File: src/sv/clrp_pkg.sv
// ---------------------------------------------------------------------------
// clrp_pkg
// shared types and constants of the cluster load rebalance planner
// ---------------------------------------------------------------------------
package clrp_pkg;

  localparam int ID_W     = 16;
  localparam int LEAD_W   = 12;
  localparam int DATA_W   = 48;
  localparam int RATE_W   = 32;
  localparam int SUM_W    = 56;
  localparam int CNT_W    = 9;
  localparam int RATIO_W  = 16;
  localparam int PROD_W   = 64;
  localparam int TASK_CAP = 8;
  localparam int CAP_W    = 4;

  localparam logic [1:0] METRIC_NONE = 2'd0;
  localparam logic [1:0] METRIC_LEAD = 2'd1;
  localparam logic [1:0] METRIC_DATA = 2'd2;
  localparam logic [1:0] METRIC_RATE = 2'd3;

  localparam logic [1:0] REG_SPREAD = 2'd0;
  localparam logic [1:0] REG_RATIO  = 2'd1;
  localparam logic [1:0] REG_FLOOR  = 2'd2;

  localparam logic KIND_SUMMARY = 1'b0;
  localparam logic KIND_TASK    = 1'b1;
  localparam logic TASK_MIGRATE = 1'b0;
  localparam logic TASK_LEADER  = 1'b1;

  typedef struct packed {
    logic [LEAD_W-1:0]  spread;
    logic [RATIO_W-1:0] ratio;
    logic [15:0]        floor_rate;
  } cfg_t;

  typedef struct packed {
    logic [CNT_W-1:0]  n;
    logic [LEAD_W-1:0] lead_min;
    logic [LEAD_W-1:0] lead_max;
    logic [SUM_W-1:0]  data_sum;
    logic [DATA_W-1:0] data_min;
    logic [DATA_W-1:0] data_max;
    logic [SUM_W-1:0]  rate_sum;
    logic [RATE_W-1:0] rate_min;
    logic [RATE_W-1:0] rate_max;
  } job_t;

  typedef struct packed {
    logic              en;
    logic [ID_W-1:0]   id;
    logic [DATA_W-1:0] data;
    logic [RATE_W-1:0] rate;
  } wr_t;

  typedef struct packed {
    logic            kind;
    logic            need;
    logic [1:0]      metric;
    logic            tkind;
    logic [ID_W-1:0] src;
    logic [ID_W-1:0] dst;
    logic            last;
  } out_t;

endpackage

File: src/sv/clrp_front.sv
// ---------------------------------------------------------------------------
// clrp_front
// accepts node records, keeps running min, max and sum, hands off a job
// ---------------------------------------------------------------------------
module clrp_front #(
  parameter int MAX_NODES = 16
) (
  input  logic                             clk,
  input  logic                             rst,
  input  logic                             in_valid,
  output logic                             in_stall,
  input  logic [clrp_pkg::ID_W-1:0]        node_ident,
  input  logic [clrp_pkg::LEAD_W-1:0]      leaders_held,
  input  logic [clrp_pkg::DATA_W-1:0]      stored_bytes,
  input  logic [clrp_pkg::RATE_W-1:0]      query_rate,
  input  logic                             final_node,
  output clrp_pkg::wr_t                    wr,
  output logic [$clog2(MAX_NODES)-1:0]     wr_addr,
  output logic                             job_push,
  output clrp_pkg::job_t                   job,
  input  logic                             done
);

  localparam int CW = $clog2(MAX_NODES + 1);
  localparam int AW = $clog2(MAX_NODES);

  logic                          busy;
  logic [CW-1:0]                 tally, tally_next;
  logic [clrp_pkg::LEAD_W-1:0]   lead_min, lead_max, lead_min_next, lead_max_next;
  logic [clrp_pkg::SUM_W-1:0]    data_sum, rate_sum, data_sum_next, rate_sum_next;
  logic [clrp_pkg::DATA_W-1:0]   data_min, data_max, data_min_next, data_max_next;
  logic [clrp_pkg::RATE_W-1:0]   rate_min, rate_max, rate_min_next, rate_max_next;
  logic                          acc, room;

  assign in_stall = busy;
  assign acc      = in_valid && !in_stall;
  assign room     = tally < CW'(MAX_NODES);

  always_comb begin
    tally_next    = tally;
    lead_min_next = lead_min;
    lead_max_next = lead_max;
    data_sum_next = data_sum;
    data_min_next = data_min;
    data_max_next = data_max;
    rate_sum_next = rate_sum;
    rate_min_next = rate_min;
    rate_max_next = rate_max;
    if (room) begin
      tally_next    = tally + CW'(1);
      lead_min_next = (leaders_held < lead_min) ? leaders_held : lead_min;
      lead_max_next = (leaders_held > lead_max) ? leaders_held : lead_max;
      data_sum_next = data_sum + clrp_pkg::SUM_W'(stored_bytes);
      data_min_next = (stored_bytes < data_min) ? stored_bytes : data_min;
      data_max_next = (stored_bytes > data_max) ? stored_bytes : data_max;
      rate_sum_next = rate_sum + clrp_pkg::SUM_W'(query_rate);
      rate_min_next = (query_rate < rate_min) ? query_rate : rate_min;
      rate_max_next = (query_rate > rate_max) ? query_rate : rate_max;
    end
  end

  assign wr.en    = acc && room;
  assign wr.id    = node_ident;
  assign wr.data  = stored_bytes;
  assign wr.rate  = query_rate;
  assign wr_addr  = tally[AW-1:0];

  assign job_push      = acc && final_node;
  assign job.n         = clrp_pkg::CNT_W'(tally_next);
  assign job.lead_min  = lead_min_next;
  assign job.lead_max  = lead_max_next;
  assign job.data_sum  = data_sum_next;
  assign job.data_min  = data_min_next;
  assign job.data_max  = data_max_next;
  assign job.rate_sum  = rate_sum_next;
  assign job.rate_min  = rate_min_next;
  assign job.rate_max  = rate_max_next;

  always_ff @(posedge clk) begin
    if (rst || (acc && final_node)) begin
      tally    <= '0;
      lead_min <= '1;
      lead_max <= '0;
      data_sum <= '0;
      data_min <= '1;
      data_max <= '0;
      rate_sum <= '0;
      rate_min <= '1;
      rate_max <= '0;
    end else if (acc) begin
      tally    <= tally_next;
      lead_min <= lead_min_next;
      lead_max <= lead_max_next;
      data_sum <= data_sum_next;
      data_min <= data_min_next;
      data_max <= data_max_next;
      rate_sum <= rate_sum_next;
      rate_min <= rate_min_next;
      rate_max <= rate_max_next;
    end
  end

  always_ff @(posedge clk) begin
    if (rst) begin
      busy <= 1'b0;
    end else if (acc && final_node) begin
      busy <= 1'b1;
    end else if (done) begin
      busy <= 1'b0;
    end
  end

endmodule

File: config.mk
export PLATFORM = sky130hd
export DESIGN_NAME = clrp_front
export DESIGN_NICKNAME = d
export VERILOG_FILES = /design/src/sv/clrp_pkg.sv /design/src/sv/clrp_front.sv
export SDC_FILE = /design/constraint.sdc
export NUM_CORES = 1
export LEC_CHECK = 0
export ABC_CLOCK_PERIOD_IN_PS = 5400
export BUFFER_PORTS_ARGS = -buffer_cell sky130_fd_sc_hd__buf_2
export CAP_MARGIN = 20
export CORE_MARGIN = 2
export CORE_UTILIZATION = 56
export DETAILED_ROUTE_END_ITERATION = 12
export HOLD_SLACK_MARGIN = 0.1
export PLACE_DENSITY = 0.82
export SLEW_MARGIN = 0
export SYNTH_ARGS = -nofsm -noshare
export SYNTH_HDL_FRONTEND = slang
export SYNTH_SLANG_ARGS = --single-unit
export TNS_END_PERCENT = 100
File: constraint.sdc
create_clock -name clk -period 5.4 [get_ports clk]
set_input_delay 1.08 -clock clk [delete_from_list [all_inputs] [get_ports clk]]
set_output_delay 1.08 -clock clk [all_outputs]
set_load 0.01 [all_outputs]
==> results by group <==
Power and ir drop
  • Leakage power: between 10 and 15 nW
  • Worst VDD drop: 0.2690 mV
  • Pwr/cell area: roughly 280 mW/mm2

Logic synthesis
  • Largest family of logic cells by synthesized area: compound AO/OA/AOI/OAI gates
  • Synthesis-stage register bit count: just over 300
  • Simple logic cell fraction of the synthesized area: between 15 and 20%
  • Post-synth EDFFs: 0
  • Syn Inst Count: 3124
  • Ys Warns: 0
  • Post-synthesis cell type count: 73
  • Sequential fraction of the synthesis area: around a quarter
  • Mapped Avg Cell Area: ~7.6 um2
  • Fraction of registers with async set/reset: 0%
  • Main flop type after synthesis: dfxtp_1
  • Portion of netlist area occupied by mux cells: ~4.8%
  • Synth Cell Area: roughly 0.024 mm2
  • Post-synthesis compound-gate area fraction: about a quarter
  • XOR/XNOR Fraction of Synth Area: 5.065%
  • Adder-Cell Fraction of Synth Area: between 10% and 20%

Clock network
  • TritonCTS clock tree: yes
  • Root buf cell: clkbuf_16
  • CTS Hold Bufs: 0
  • CTS Buffer Depth: 3
  • H-tree depth: 2
  • Num CTS Buffers: 36
  • CTS clk-pin slew, worst paths: 60 ps
  • Clock tree sinks: slightly above 300
  • Skew-Pair Late Insertion Delay: around 550 ps

STA
  • Final setup fails: 0
  • RSZ-0062 raised after global routing: no
  • Period utilisation layout: a little over nine tenths
  • Fmax: 191.7 MHz
  • Final Hold Fails: 0
  • Max_slew headroom: between 40% and 50%
  • Slew Limit Fails: 0
  • Post-route minimum period: approximately 5200 ps
  • Layout Skew: roughly 26 ps
  • Final TNS setup: 0 ps
  • Worst-margin pin slew: approximately 800 ps

Placed design
  • Final HPWL DP: around 54000 um
  • GPL Wtd Cong: between 0.9 and 1
  • # placed instances: a little under 4000
  • I/O Buffers: roughly 480

Die
  • Site Rows: 75
  • Ports: approximately 520
  • Starting Density: between 50% and 60%
  • Chip Height: 209.7 um
  • Core area: 0.04185 mm2
  • Die area: roughly 0.044 mm2
  • Die width: between 200 and 250 um

Cells and area
  • Share of layout cells above drive strength 1: 20.50%
  • Fillers: 3641
  • Non-filler cells, final: 3994
  • Most common cell after layout, fill and taps aside: buf_2
  • Multi-input logic area: 0.01546 mm2
  • Area added between synthesis and finish: 14.71%
  • Most frequent cells in the layout: buf_2 (484), nand2_1 (378), o21ai_0 (350)
  • Register area: around 0.006 mm2
  • Finished Core Util: 64.93%
  • Fin nets: 3807

Status
  • Status: finished clean

GRT
  • GRT Residual Overflow: 0
  • Vias in the first global route: 21015
  • Largest net degree at the start of global routing: approximately 140
  • Initial antenna violation count: 1
  • First-pass GRT wire length: about 110000 um
  • Total GRT Usage: a little under a third

Worst setup path
  • Worst path arrival time: approximately 4100 ps
  • Crit-path cells: buf_2 -> ha_1 -> a21oi_1 -> o21ai_0 -> a31oi_2 -> o21ai_0 -> o2111ai_1 -> a211o_1 -> a21o_1 -> a21oi_1 -> buf_4 -> nand2_1 -> xnor2_1 -> buf_2
  • Top delay family on crit path: compound AO/OA/AOI/OAI gates
  • Peak fanout along the critical path: 8
  • CP max-delay cell: o21ai_0
  • Critical path endpoint category: output port
  • Worst Path Buf+Inv: 3
  • Crit-path max cell delay: roughly 450 ps
  • Worst path required time: 4320 ps
  • Startpoint types: input pin
  • Critical path class: in2out

Detailed routing
  • Vias post-DR: about 23000
  • Initial DRT Pass Iterations: 6
  • Initial DRC Count: between 1500 and 2000
  • Routed wire length: between 70000 and 80000 um
  • Antenna Nets Post-Route: 0
  • Drt wl/cell: 18.16 um
  • Avg Vias per Cell: 5.819
  • DRC errors left: 0

Min path
  • Hold WC Path Type: reg2reg

Run
  • Max Cap Viol: 0
## through the flow
step | setup slack, ps | area (um2) | power [mW] | hold WS [ps]
floorplan | 660.1 | 23700 | 4.223 | 448.6
global placement | 160.9 | 25980 | 5.094 | 460.3
detailed placement | 128.8 | 25980 | 5.134 | 467.8
CTS | 119.0 | 27150 | 7.568 | 476.0
global route | 16.05 | 27170 | 7.958 | 505.5
finish | 184.1 | 27170 | 7.552 | 476.8
## final timing paths
| kind | startpoint | endpoint | slack [ps] | depth (start not counted) |
|---|---|---|---|---|
| setup / recovery | stored_bytes[4] | job[269] | 180 | 14 |
| hold / removal | rate_sum[0] | rate_sum[0] | 480 | 2 |
| setup reg to reg | rate_min[1] | rate_min[17] | 1920 | 12 |
| hold reg to reg | rate_sum[0] | rate_sum[0] | 480 | 2 |
## kinds of logic (layout without fill, tap and decap cells)
| group | Yosys count | in the layout |
|---|---|---|
| compound gates | 917 | 917 |
| simple gates | 910 | 910 |
| buf+inv | 488 | 815 |
| flops | 302 | 302 |
| fa+ha+maj | 264 | 264 |
| xor+xnor | 137 | 137 |
| mux | 105 | 105 |
| other cells | 1 | 5 |
## report_power, final
group	total, mW	switching [mW]	leakage, nW	internal (mW)
Combinational	2.66	1.63	10.3	1.02
Sequential	2.48	0.0878	2.47	2.39
Clock	2.42	0.981	0.578	1.44
Total	7.55	2.70	13.4	4.85
## cell usage after synthesis (all sizes together) (7+ instances only)
cell      n  share of area, %
o21a     18              0.57
mux2i    44               1.9
and3     14              0.37
a211oi   25              0.81
buf     153               4.3
nand3   109               2.3
and4      8              0.30
clkbuf  132               2.1
or2       9              0.24
or3      11              0.29
a21oi   208               4.4
xor2     60               2.2
a21o    127               4.0
ha      262                14
a31oi    14              0.40
o211ai   51               1.6
and2     38               1.0
nand4    48               1.3
nand2b   19              0.50
mux2     61               2.9
nor2b    15              0.40
xnor2    77               2.8
inv     203               3.2
nor4     14              0.37
nand2   379               6.0
nor2    204               3.2
o31ai    54               1.7
o21bai    8              0.25
nor3     27              0.57
o21ai   358               7.6
a211o     7              0.26
dfxtp   302                26
## worst reg2reg max path: stages, from the launching register on
cell       delay [ps]
dfxtp_1           330
inv_1              70
ha_1              260
a21o_1            160
a21o_1            170
a21oi_1           200
o21a_1            200
o211ai_1          140
a2111oi_2         470
buf_12            310
and2_2            600
buf_12            270
o211ai_1          140
## what timing repair did
action | 4_1_cts | 5_1_grt
buffers inserted | 0 | 0
gates resized for setup | 0 | 5
endpoints found under the setup margin | 0 | 10
## flip-flops by register name (all words and copies together), names as in the netlist
| signal | cells |
|---|---|
| tally | 5 |
| in_stall | 1 |
| data_max | 48 |
| data_sum | 56 |
| lead_min | 12 |
| rate_min | 32 |
| rate_sum | 56 |
| lead_max | 12 |
| rate_max | 32 |
| data_min | 48 |
## routing by layer
| metal | global-route usage, % | up-vias | part of all wire, % |
|---|---|---|---|
| met4 | 12.94 | 0 | 4.0 |
| met1 | 40.66 | 10664 | 42 |
| met3 | 6.255 | 163 | 8.0 |
| met5 | 0 | - | 0 |
| met2 | 52.70 | 968 | 46 |
| li1 | - | 11446 | - |
## cell type report
cell class | count | share of cell area [%]
diodes | 1 | 0.009209
clock buffers | 56 | 4.185
flip-flops and latches | 302 | 22.26
inverters | 203 | 2.804
clock inverters | 6 | 0.1289
repair buffers | 550 | 11.24
well taps | 539 | 2.482
multi-input cells | 2337 | 56.89
Power figures use the tool's default switching activity.
