===== config.mk =====
export PLATFORM = sky130hd
export DESIGN_NAME = clrp_queue
export DESIGN_NICKNAME = d
export VERILOG_FILES = /design/src/sv/clrp_pkg.sv /design/src/sv/clrp_queue.sv
export SDC_FILE = /design/constraint.sdc
export NUM_CORES = 1
export LEC_CHECK = 0
export ABC_CLOCK_PERIOD_IN_PS = 13900
export BUFFER_PORTS_ARGS = -buffer_cell sky130_fd_sc_hd__buf_2
export CAP_MARGIN = 5
export CORE_UTILIZATION = 40
export DETAILED_ROUTE_END_ITERATION = 8
export HOLD_SLACK_MARGIN = 0.06
export MAX_ROUTING_LAYER = met4
export PLACE_DENSITY = 0.69
export SYNTH_ARGS = -nofsm -noshare
export SYNTH_HDL_FRONTEND = slang
export SYNTH_SLANG_ARGS = --single-unit

===== constraint.sdc =====
create_clock -name clk -period 13.9 [get_ports clk]
set_clock_uncertainty 0.1 [all_clocks]
set_input_delay 1.39 -clock clk [delete_from_list [all_inputs] [get_ports clk]]
set_output_delay 1.39 -clock clk [all_outputs]
set_load 0.02 [all_outputs]

===== src/sv/clrp_pkg.sv =====
// ---------------------------------------------------------------------------
// clrp_pkg
// shared types and constants of the cluster load rebalance planner
// ---------------------------------------------------------------------------
package clrp_pkg;

  localparam int ID_W     = 16;
  localparam int LEAD_W   = 12;
  localparam int DATA_W   = 48;
  localparam int RATE_W   = 32;
  localparam int SUM_W    = 56;
  localparam int CNT_W    = 9;
  localparam int RATIO_W  = 16;
  localparam int PROD_W   = 64;
  localparam int TASK_CAP = 8;
  localparam int CAP_W    = 4;

  localparam logic [1:0] METRIC_NONE = 2'd0;
  localparam logic [1:0] METRIC_LEAD = 2'd1;
  localparam logic [1:0] METRIC_DATA = 2'd2;
  localparam logic [1:0] METRIC_RATE = 2'd3;

  localparam logic [1:0] REG_SPREAD = 2'd0;
  localparam logic [1:0] REG_RATIO  = 2'd1;
  localparam logic [1:0] REG_FLOOR  = 2'd2;

  localparam logic KIND_SUMMARY = 1'b0;
  localparam logic KIND_TASK    = 1'b1;
  localparam logic TASK_MIGRATE = 1'b0;
  localparam logic TASK_LEADER  = 1'b1;

  typedef struct packed {
    logic [LEAD_W-1:0]  spread;
    logic [RATIO_W-1:0] ratio;
    logic [15:0]        floor_rate;
  } cfg_t;

  typedef struct packed {
    logic [CNT_W-1:0]  n;
    logic [LEAD_W-1:0] lead_min;
    logic [LEAD_W-1:0] lead_max;
    logic [SUM_W-1:0]  data_sum;
    logic [DATA_W-1:0] data_min;
    logic [DATA_W-1:0] data_max;
    logic [SUM_W-1:0]  rate_sum;
    logic [RATE_W-1:0] rate_min;
    logic [RATE_W-1:0] rate_max;
  } job_t;

  typedef struct packed {
    logic              en;
    logic [ID_W-1:0]   id;
    logic [DATA_W-1:0] data;
    logic [RATE_W-1:0] rate;
  } wr_t;

  typedef struct packed {
    logic            kind;
    logic            need;
    logic [1:0]      metric;
    logic            tkind;
    logic [ID_W-1:0] src;
    logic [ID_W-1:0] dst;
    logic            last;
  } out_t;

endpackage


===== src/sv/clrp_queue.sv =====
// ---------------------------------------------------------------------------
// clrp_queue
// two-entry queue of finished reports between front and planner
// ---------------------------------------------------------------------------
module clrp_queue (
  input  logic           clk,
  input  logic           rst,
  input  logic           push,
  input  clrp_pkg::job_t din,
  input  logic           pop,
  output clrp_pkg::job_t dout,
  output logic           empty
);

  clrp_pkg::job_t mem [2];
  logic           wptr, rptr;
  logic [1:0]     count;

  assign empty = (count == 2'd0);
  assign dout  = mem[rptr];

  always_ff @(posedge clk) begin
    if (push && count != 2'd2) begin
      mem[wptr] <= din;
    end
  end

  always_ff @(posedge clk) begin
    if (rst) begin
      wptr  <= 1'b0;
      rptr  <= 1'b0;
      count <= 2'd0;
    end else begin
      if (push && count != 2'd2) begin
        wptr <= ~wptr;
      end
      if (pop && !empty) begin
        rptr <= ~rptr;
      end
      count <= count + 2'((push && count != 2'd2) ? 1 : 0) - 2'((pop && !empty) ? 1 : 0);
    end
  end

endmodule


==> results.cfg, run 1 <==
[yosys]
synth-seq-area-share = 0.792
syn_avg_cell_area_um2 = 23.9
syn_inst = 974
syn_nets = 1285
yosys_warnings = 0
synth_area_mm2 = 0.0233
yosys_register_bits = 615
ys_types = 14

[sta]
drv_slew = 0
period_share = 0.433
fmax_mhz = 166
slew_headroom = 0.186
fin_crit_ns = 6.02
finalHoldViolations = 0
tightest_slew_ns = 1.22
finalSetupViolCount = 0
rsz0062_at_grt = no

[global_route]
track_usage = 0.164
grt_max_degree = 161
grt_pass1_wl_um = 71000
grt_pass1_vias = 11713
grt_use_met1 = 0.189
busiest_layer = met2
grt.met3_usage = 0.0463
use_met2 = 0.275
overflow = 0
antenna_found_initial = 16

[cts]
cts_root_buf = clkbuf_16
clock_latency_ns = 0.60
clk_pin_slew_worst_paths_ns = 0.06
cts_tree = done
cts_hold_buf = 0
cts_buffers = 61
cts_max_path_buffers = 3
clock-sinks = 615
htreeDepth = 2
postCtsSetupRepairBufs = 0
post_cts_resized = 0

[routing]
via_per_inst = 4.61
ant_nets = 0
drc = 4
wirelength_um = 49300
drt_iter0_markers = 690
wl_per_cell_um = 20.1
num_vias = 11342
drt_pre_antenna_iters = 9

[final_layout]
fin_area_mm2 = 0.0292
drive_gt1_frac = 0.612
fin_nets = 1938
area_growth_pct = 25.6

[outcome]
violations = DRC
status = complete, but fails checks

[worst_setup_path]
cp_num_cells = 5
crit_buf_inv = 4
critPathCaptureType = primary output
cp_slowest_cell = buf_4
critPathMaxFanout = 57
reg2reg_depth = 4
crit_path_frequent_cell = buf_4
critical-path-max-stage-delay_ns = 0.87
critPathRequiredTime_ns = 12.41
r2r-start = count[0]
crit_type = flip-flop to primary output
worstPathArrival_ns = 4.53
setup.worst_path.start_class = flip-flop
path_cells = buf_4 -> buf_4 -> buf_4 -> mux2_4 -> buf_2
path_delay_family = buffers and inverters

[placed_design]
portBuffers = 614
hpwlAfterDp_um = 34400
place_area_mm2 = 0.0271
gp_congestion = 0.807

[floorplanning]
start_util = 0.404
io_pins = 615
die_area_mm2 = 0.0591
core_mm2 = 0.0576
chipHeight_um = 243
num_rows = 88
die_w_um = 243

[min_path]
hold_path.class = flip-flop to flip-flop
hp-start = rptr
hold_depth = 2

[power_and_ir_drop]
powerDensity_mw_per_mm2 = 192
finalPower_mw = 5.62
ir_drop_v = 0.000132
p_leak_nw = 11.3

[flow_run]
maxCapViolations = 0
through the flow:
step                cells   util  setup slack, ns  TNS, ns  hold slack (ns)
floorplan             974      -            -1.27  -773.38            0.381
global placement     2329  0.470             8.59        0            0.397
detailed placement   2329  0.470             8.51        0            0.407
CTS                  2444  0.507             7.84        0            0.426
global route         2458  0.507             7.63        0            0.461
finish               2459  0.507             7.88        0            0.415
cell families (layout without fill, tap and decap cells):
group	after synthesis	in the layout	share of synthesized area
buffers and inverters	37	742	0.0156
XOR/XNOR	3	3	0.00113
adder cells (fa/ha/maj)	2	2	0.00108
other	0	15	0
AO/OA/AOI/OAI	2	2	0.000699
AND/OR/NAND/NOR	9	9	0.00156
multiplexers	306	306	0.188
flip-flops	615	615	0.792
area by class of cell:
class,instances,area [µm²]
multi-input cells,322,4500
fillers,4636,28400
clock buffers,78,1670
flip-flops and latches,615,18400
diodes,15,37.5
clock inverters,37,433
inverters,3,11.3
well taps,765,957
repair buffers,624,3190
placed cells by master, fill, tap and decap left out:
| cell | n |
|---|---|
| xor2_1 | 1 |
| xnor2_1 | 2 |
| dfxtp_4 | 1 |
| edfxtp_1 | 610 |
| mux2_2 | 56 |
| mux2_4 | 250 |
| buf_2 | 614 |
| o21ai_2 | 1 |
| dfxtp_1 | 4 |
| clkbuf_1 | 11 |
| clkbuf_8 | 4 |
| clkinvlp_4 | 6 |
| clkinv_2 | 8 |
| nor2_1 | 6 |
| buf_12 | 3 |
| o21a_1 | 1 |
| nor2b_1 | 1 |
| ha_1 | 2 |
| clkbuf_16 | 63 |
| nor2_4 | 2 |
| diode_2 | 15 |
| inv_1 | 3 |
| bufinv_16 | 9 |
| inv_6 | 2 |
| inv_8 | 2 |
| buf_4 | 7 |
| clkinv_1 | 10 |
report_power, final:
part	internal [mW]	total [mW]	switching, mW
clock	1.02	1.69	0.677
sequential	2.33	2.41	0.0765
combinational	0.648	1.52	0.870
state kept, by name, indices dropped and copies added (netlist names), named ones only:
register / flops
count: 2
wptr: 1
mem: 610
rptr: 1
synth_stat cells:
library cell  count  share of area
buf_2             5         0.0011
buf_6            29          0.014
dfxtp_1           5         0.0043
edfxtp_1        610           0.79
ha_1              2         0.0011
inv_1             3        0.00048
mux2_2           56          0.027
mux2_4          250           0.16
nor2_1            8         0.0013
nor2b_1           1        0.00027
o21a_1            1        0.00032
o21ai_2           1        0.00038
xnor2_1           2        0.00075
xor2_1            1        0.00038
layer usage:
metal  share of wire  vias to the layer above
li1                -                     5231
met1            0.38                     5607
met2            0.52                      418
met3           0.074                       86
met4           0.027                        0
met5               0                        -
worst paths after layout:
path	end	slack, ns
worst max register to register	mem[1][126]	10.31
worst min register to register	rptr	0.41
worst min-delay path	rptr	0.41
worst max-delay path	dout[126]	7.88
worst reg2reg max path: cells and delay by family (launching register included):
family                 cells  cell delay [ns]
DFF                        1             0.39
buffers and inverters      2             1.63
and+or+nand+nor            1             0.91
AOI/OAI and AO/OA          1             0.14
(Power assumes the default switching activity.)
==> run 2, diff against run 1 <==
ABC_CLOCK_PERIOD_IN_PS = 5600   (was 13900)
PLACE_DENSITY = 0.66   (was 0.69)
clock period = 5.6 ns   (was 13.9 ns; I/O delays follow)
==> results.cfg, run 2 (synthesized netlist as in run 1, its figures left out) <==
[routing]
routedLengthMet1_um = 20200
drc = 2
ant_nets = 0
via_per_inst = 4.57
drt_iter0_markers = 573
num_vias = 12586
wirelength_um = 52000
wl_met3_um = 3050
wl_per_cell_um = 18.9
top_layer = met4
met2_length_um = 27400
drt_pre_antenna_iters = 7

[worst_setup_path]
cp_slowest_cell = dfxtp_4
crit_type = flip-flop to primary output
path_cells = buf_12 -> mux2_4 -> buf_2
worstPathArrival_ns = 2.93
cp_num_cells = 3
setup.worst_path.start_class = flip-flop
path_delay_family = flip-flops
critPathMaxFanout = 80
reg2reg_depth = 4
critical-path-max-stage-delay_ns = 1.08
critPathCaptureType = primary output
crit_buf_inv = 2
critPathRequiredTime_ns = 4.94

[sta]
period_share = 0.641
fmax_mhz = 278
finalSetupViolCount = 0
drv_slew = 0
fin_crit_ns = 3.59
finalHoldViolations = 0
tightest_slew_ns = 1.26
slew_headroom = 0.161
rsz0062_at_grt = no

[final_layout]
final_common_cell = buf_2
seq_area_mm2 = 0.0184
utilization = 0.557
multi_input_area_mm2 = 0.00451
largest_reg_flops = 610
fill_cells = 4355
area_growth_pct = 37.9
fin_area_mm2 = 0.0321
fin_nets = 2246
regMostFlops = mem
final_cell_mix = buf_2, edfxtp_1, dlygate4sd3_1, mux2_4, clkbuf_16
drive_gt1_frac = 0.517
reg_top3 = mem (610), count (2)

[floorplanning]
die_w_um = 243
io_pins = 615
chipHeight_um = 243
core_mm2 = 0.0576
start_util = 0.404
die_area_mm2 = 0.0591
num_rows = 88

[global_route]
track_usage = 0.175
grt_pass1_wl_um = 77000
grt_max_degree = 171
grt_pass1_vias = 13448
overflow = 0
antenna_found_initial = 5

[cts]
clock-sinks = 615
clock_latency_ns = 0.60
cts_max_path_buffers = 3
cts_root_buf = clkbuf_16
htreeDepth = 2
clk_pin_slew_worst_paths_ns = 0.06
cts_tree = done
post_cts_resized = 0
cts_buffers = 61

[min_path]
hold_path.class = input pin to flip-flop
hold_depth = 1

[power_and_ir_drop]
powerDensity_mw_per_mm2 = 429
p_leak_nw = 12.5
finalPower_mw = 13.8
ir_drop_v = 0.000332

[flow_run]
maxCapViolations = 0

[placed_design]
hpwlAfterDp_um = 33600
portBuffers = 614
place_area_mm2 = 0.0272
gp_congestion = 0.820

[outcome]
status = complete, but fails checks
violations = DRC
run 2: layer usage:
layer  global-route usage  vias up
li1                     -     5834
met1                0.200     6254
met2                0.302      416
met3               0.0393       82
met4               0.0557        0
met5                    -        -
run 2: where the power goes:
group | leakage (nW) | internal (mW) | switching, mW
clock network | 0.914 | 2.15 | 1.63
registers | 5.74 | 5.79 | 0.217
logic | 5.83 | 1.76 | 2.21
run 2: timing repair:
item	4_1_cts	5_1_grt
hold endpoints to repair	608	0
endpoints found under the setup margin	0	0
buffers inserted	0	0
hold buffers	303	0
run 2: stage by stage:
step           hold WS [ns]  worst slack [ns]  std cells  TNS, ns
6_report              0.109              2.01       2756        0
5_1_grt              0.0730              1.88       2755        0
4_1_cts              0.0638              1.96       2750        0
3_5_place_dp          0.405              2.63       2334        0
3_3_place_gp          0.398              2.63       2334        0
2_1_floorplan         0.381           -0.0763        974   -42.57
run 2: area by class of cell:
| type | instances | share of cell area |
|---|---|---|
| antenna | 6 | 0.000468 |
| clock buffer | 78 | 0.0509 |
| clock inverter | 35 | 0.00733 |
| inverter | 3 | 0.000351 |
| multi-input combinational | 322 | 0.141 |
| sequential | 615 | 0.574 |
| tap | 765 | 0.0298 |
| timing repair buffer | 932 | 0.196 |
run 2: final timing paths:
check                end  slack [ns]      start
max reg2reg  mem[0][134]        3.03   count[1]
max             dout[82]        2.01  flip-flop
min          mem[1][152]        0.11   din[152]
min reg2reg    flip-flop        0.42       rptr
==> run 3, diff against run 2 <==
ABC_AREA = 1   (was default)
ABC_CLOCK_PERIOD_IN_PS = 3130   (was 5600)
PLACE_DENSITY = 0.69   (was 0.66)
clock period = 3.13 ns   (was 5.6 ns; I/O delays follow)
==> results.cfg, run 3 <==
[outcome]
status = finished clean

[power_and_ir_drop]
internal_power_mw = 17.5
powerDensity_mw_per_mm2 = 785
ir_drop_v = 0.000524
p_comb_frac = 0.263
p_switching_mw = 7.35
clkPwrFrac = 0.306
p_leak_nw = 11.9
p_sw_frac = 0.296
p_seq_frac = 0.431
finalPower_mw = 24.8

[yosys]
yosys_register_bits = 615
synth_top_area_share = 0.817
synth_edf_count = 610
syn_nets = 1297
synth.top_cells.by_area = edfxtp_1, mux2_2, buf_6
ys_types = 13
synth_most_common_cell = edfxtp_1
syn_inst = 986
synth_largest_area_cell = edfxtp_1
synth_area_mm2 = 0.0224
synth_flop_cell = edfxtp_1
syn_avg_cell_area_um2 = 22.7
yosys_warnings = 0
synth-async-reset-ratio = 0
synth-seq-area-share = 0.821
synthTopCellsByCount = edfxtp_1, mux2_2, buf_6

[routing]
drt_iter0_markers = 639
num_vias = 12944
via_per_inst = 4.68
wirelength_um = 54600
wl_met3_um = 3540
met2_length_um = 29000
routedLengthMet1_um = 19900
drc = 0
drt_pre_antenna_iters = 5
ant_nets = 0
top_layer = met4
wl_per_cell_um = 19.7

[worst_setup_path]
critPathRequiredTime_ns = 2.72
cp_slowest_cell = dfxtp_4
r2r-start = count[0]
path_cells = buf_12 -> buf_4 -> mux2_2 -> buf_2
critPathMaxFanout = 19
critical-path-max-stage-delay_ns = 0.54
worstPathArrival_ns = 2.22
setup.worst_path.start_class = flip-flop
r2r-end = mem[1][298]
r2r_slack_ns = 1.08
reg2reg_depth = 5
crit_type = flip-flop to primary output
critPathCaptureType = primary output

[cts]
cts_tree = done
cts_buffers = 66
cts_root_buf = clkbuf_16
htreeDepth = 3
clk_pin_slew_worst_paths_ns = 0.06
clock_latency_ns = 0.57
cts_max_path_buffers = 3
postCtsSetupRepairBufs = 0
clock-sinks = 615

[sta]
fin_crit_ns = 2.63
drv_slew = 0
tightest_slew_ns = 1.12
slew_headroom = 0.255
fmax_mhz = 380
finalHoldViolations = 0
rsz0062_at_grt = no
finalSetupViolCount = 0
period_share = 0.841

[placed_design]
portBuffers = 614
place_area_mm2 = 0.0264
hpwlAfterDp_um = 34200
gp_congestion = 0.845

[final_layout]
final_cell_mix = buf_2, edfxtp_1, dlygate4sd3_1, mux2_2, clkbuf_16
area_growth_pct = 41.0
fin_area_mm2 = 0.0316
final_common_cell = buf_2
fin_nets = 2277
regMostFlops = mem
reg_top3 = mem (610), count (2)
drive_gt1_frac = 0.518
largest_reg_flops = 610

[floorplanning]
die_area_mm2 = 0.0570
core_mm2 = 0.0552
start_util = 0.406
chipHeight_um = 239
die_w_um = 239
num_rows = 86
io_pins = 615

[global_route]
track_usage = 0.190
grt_max_degree = 163
grt_pass1_vias = 14178
overflow = 0
antenna_found_initial = 2
grt_pass1_wl_um = 79400

[min_path]
hold_path.class = input pin to flip-flop
holdPathEnd = mem[0][209]
hold_depth = 2
hp-start = din[209]

[flow_run]
maxCapViolations = 0
## run 3: changes by cell type after synthesis, sizes merged
cell	before	now
mux2	306	305
o21a	1	0
inv	3	8
xor2	1	0
nor2	8	9
a21oi	0	2
nor2b	1	0
o21ai	1	0
nand2	0	8
xnor2	2	0
nand3	0	3
## run 3: power by group through the flow
stage / Clock (mW) / Combinational (mW) / Sequential, mW
3_5_place_dp: 0 / 6.20 / 10.9
4_1_cts: 7.76 / 6.56 / 10.7
6_report: 7.59 / 6.54 / 10.7
5_1_grt: 8.10 / 6.88 / 10.8
2_1_floorplan: 0 / 4.17 / 11.0
3_3_place_gp: 0 / 6.16 / 10.8
## run 3: cell type report
class	instances	area, µm²
Multi-Input combinational cell	329	3640
Fill cell	4032	23600
Clock inverter	39	382
Timing Repair Buffer	946	6490
Antenna cell	2	5.00
Sequential cell	615	18400
Tap cell	748	936
Clock buffer	78	1720
Inverter	8	33.8
## run 3: through the flow
stage | util | TNS [ns] | hold WS (ns) | setup WS, ns | instances
global placement | 0.479 | 0 | 0.384 | 1.09 | 2338
detailed placement | 0.479 | 0 | 0.389 | 1.07 | 2338
floorplan | - | -1479.36 | 0.277 | -2.44 | 986
global route | 0.573 | 0 | 0.325 | 0.373 | 2765
CTS | 0.573 | 0 | 0.288 | 0.414 | 2763
finish | 0.573 | 0 | 0.336 | 0.498 | 2765
## run 3: repair_timing
action,in CTS,in global routing
hold buffers,308,0
hold endpoints to repair,615,0
gates resized for setup,0,0
## run 3: logic make-up (layout without fill, tap and decap cells)
family,after synthesis,in the layout,share of synthesized area
compound gates,2,2,0.000446
mux,305,305,0.157
simple gates,20,20,0.00352
flops,615,615,0.821
other cells,0,2,0
fa+ha+maj,2,2,0.00112
buf+inv,42,1071,0.0170
## run 3: per-layer routing
layer,global-route usage,vias up
met3,0.0461,135
li1,-,5905
met4,0.0913,0
met2,0.332,489
met1,0.202,6415
met5,-,-
## run 3: worst max path at each step
stage	from	end	slack, ns	cells past startpoint
2_1_floorplan	count[0]	mem[1][0]	-2.44	4
3_3_place_gp	flip-flop	dout[80]	1.09	4
6_report	flip-flop	dout[75]	0.50	4
3_5_place_dp	flip-flop	dout[148]	1.07	4
5_1_grt	flip-flop	dout[78]	0.37	4
4_1_cts	flip-flop	dout[148]	0.41	4
## run 3: critical path: cells and delay by family (launching register included)
family	cells	cell delay [ns]
flip-flops	1	0.54
buffers and inverters	3	0.70
multiplexers	1	0.38
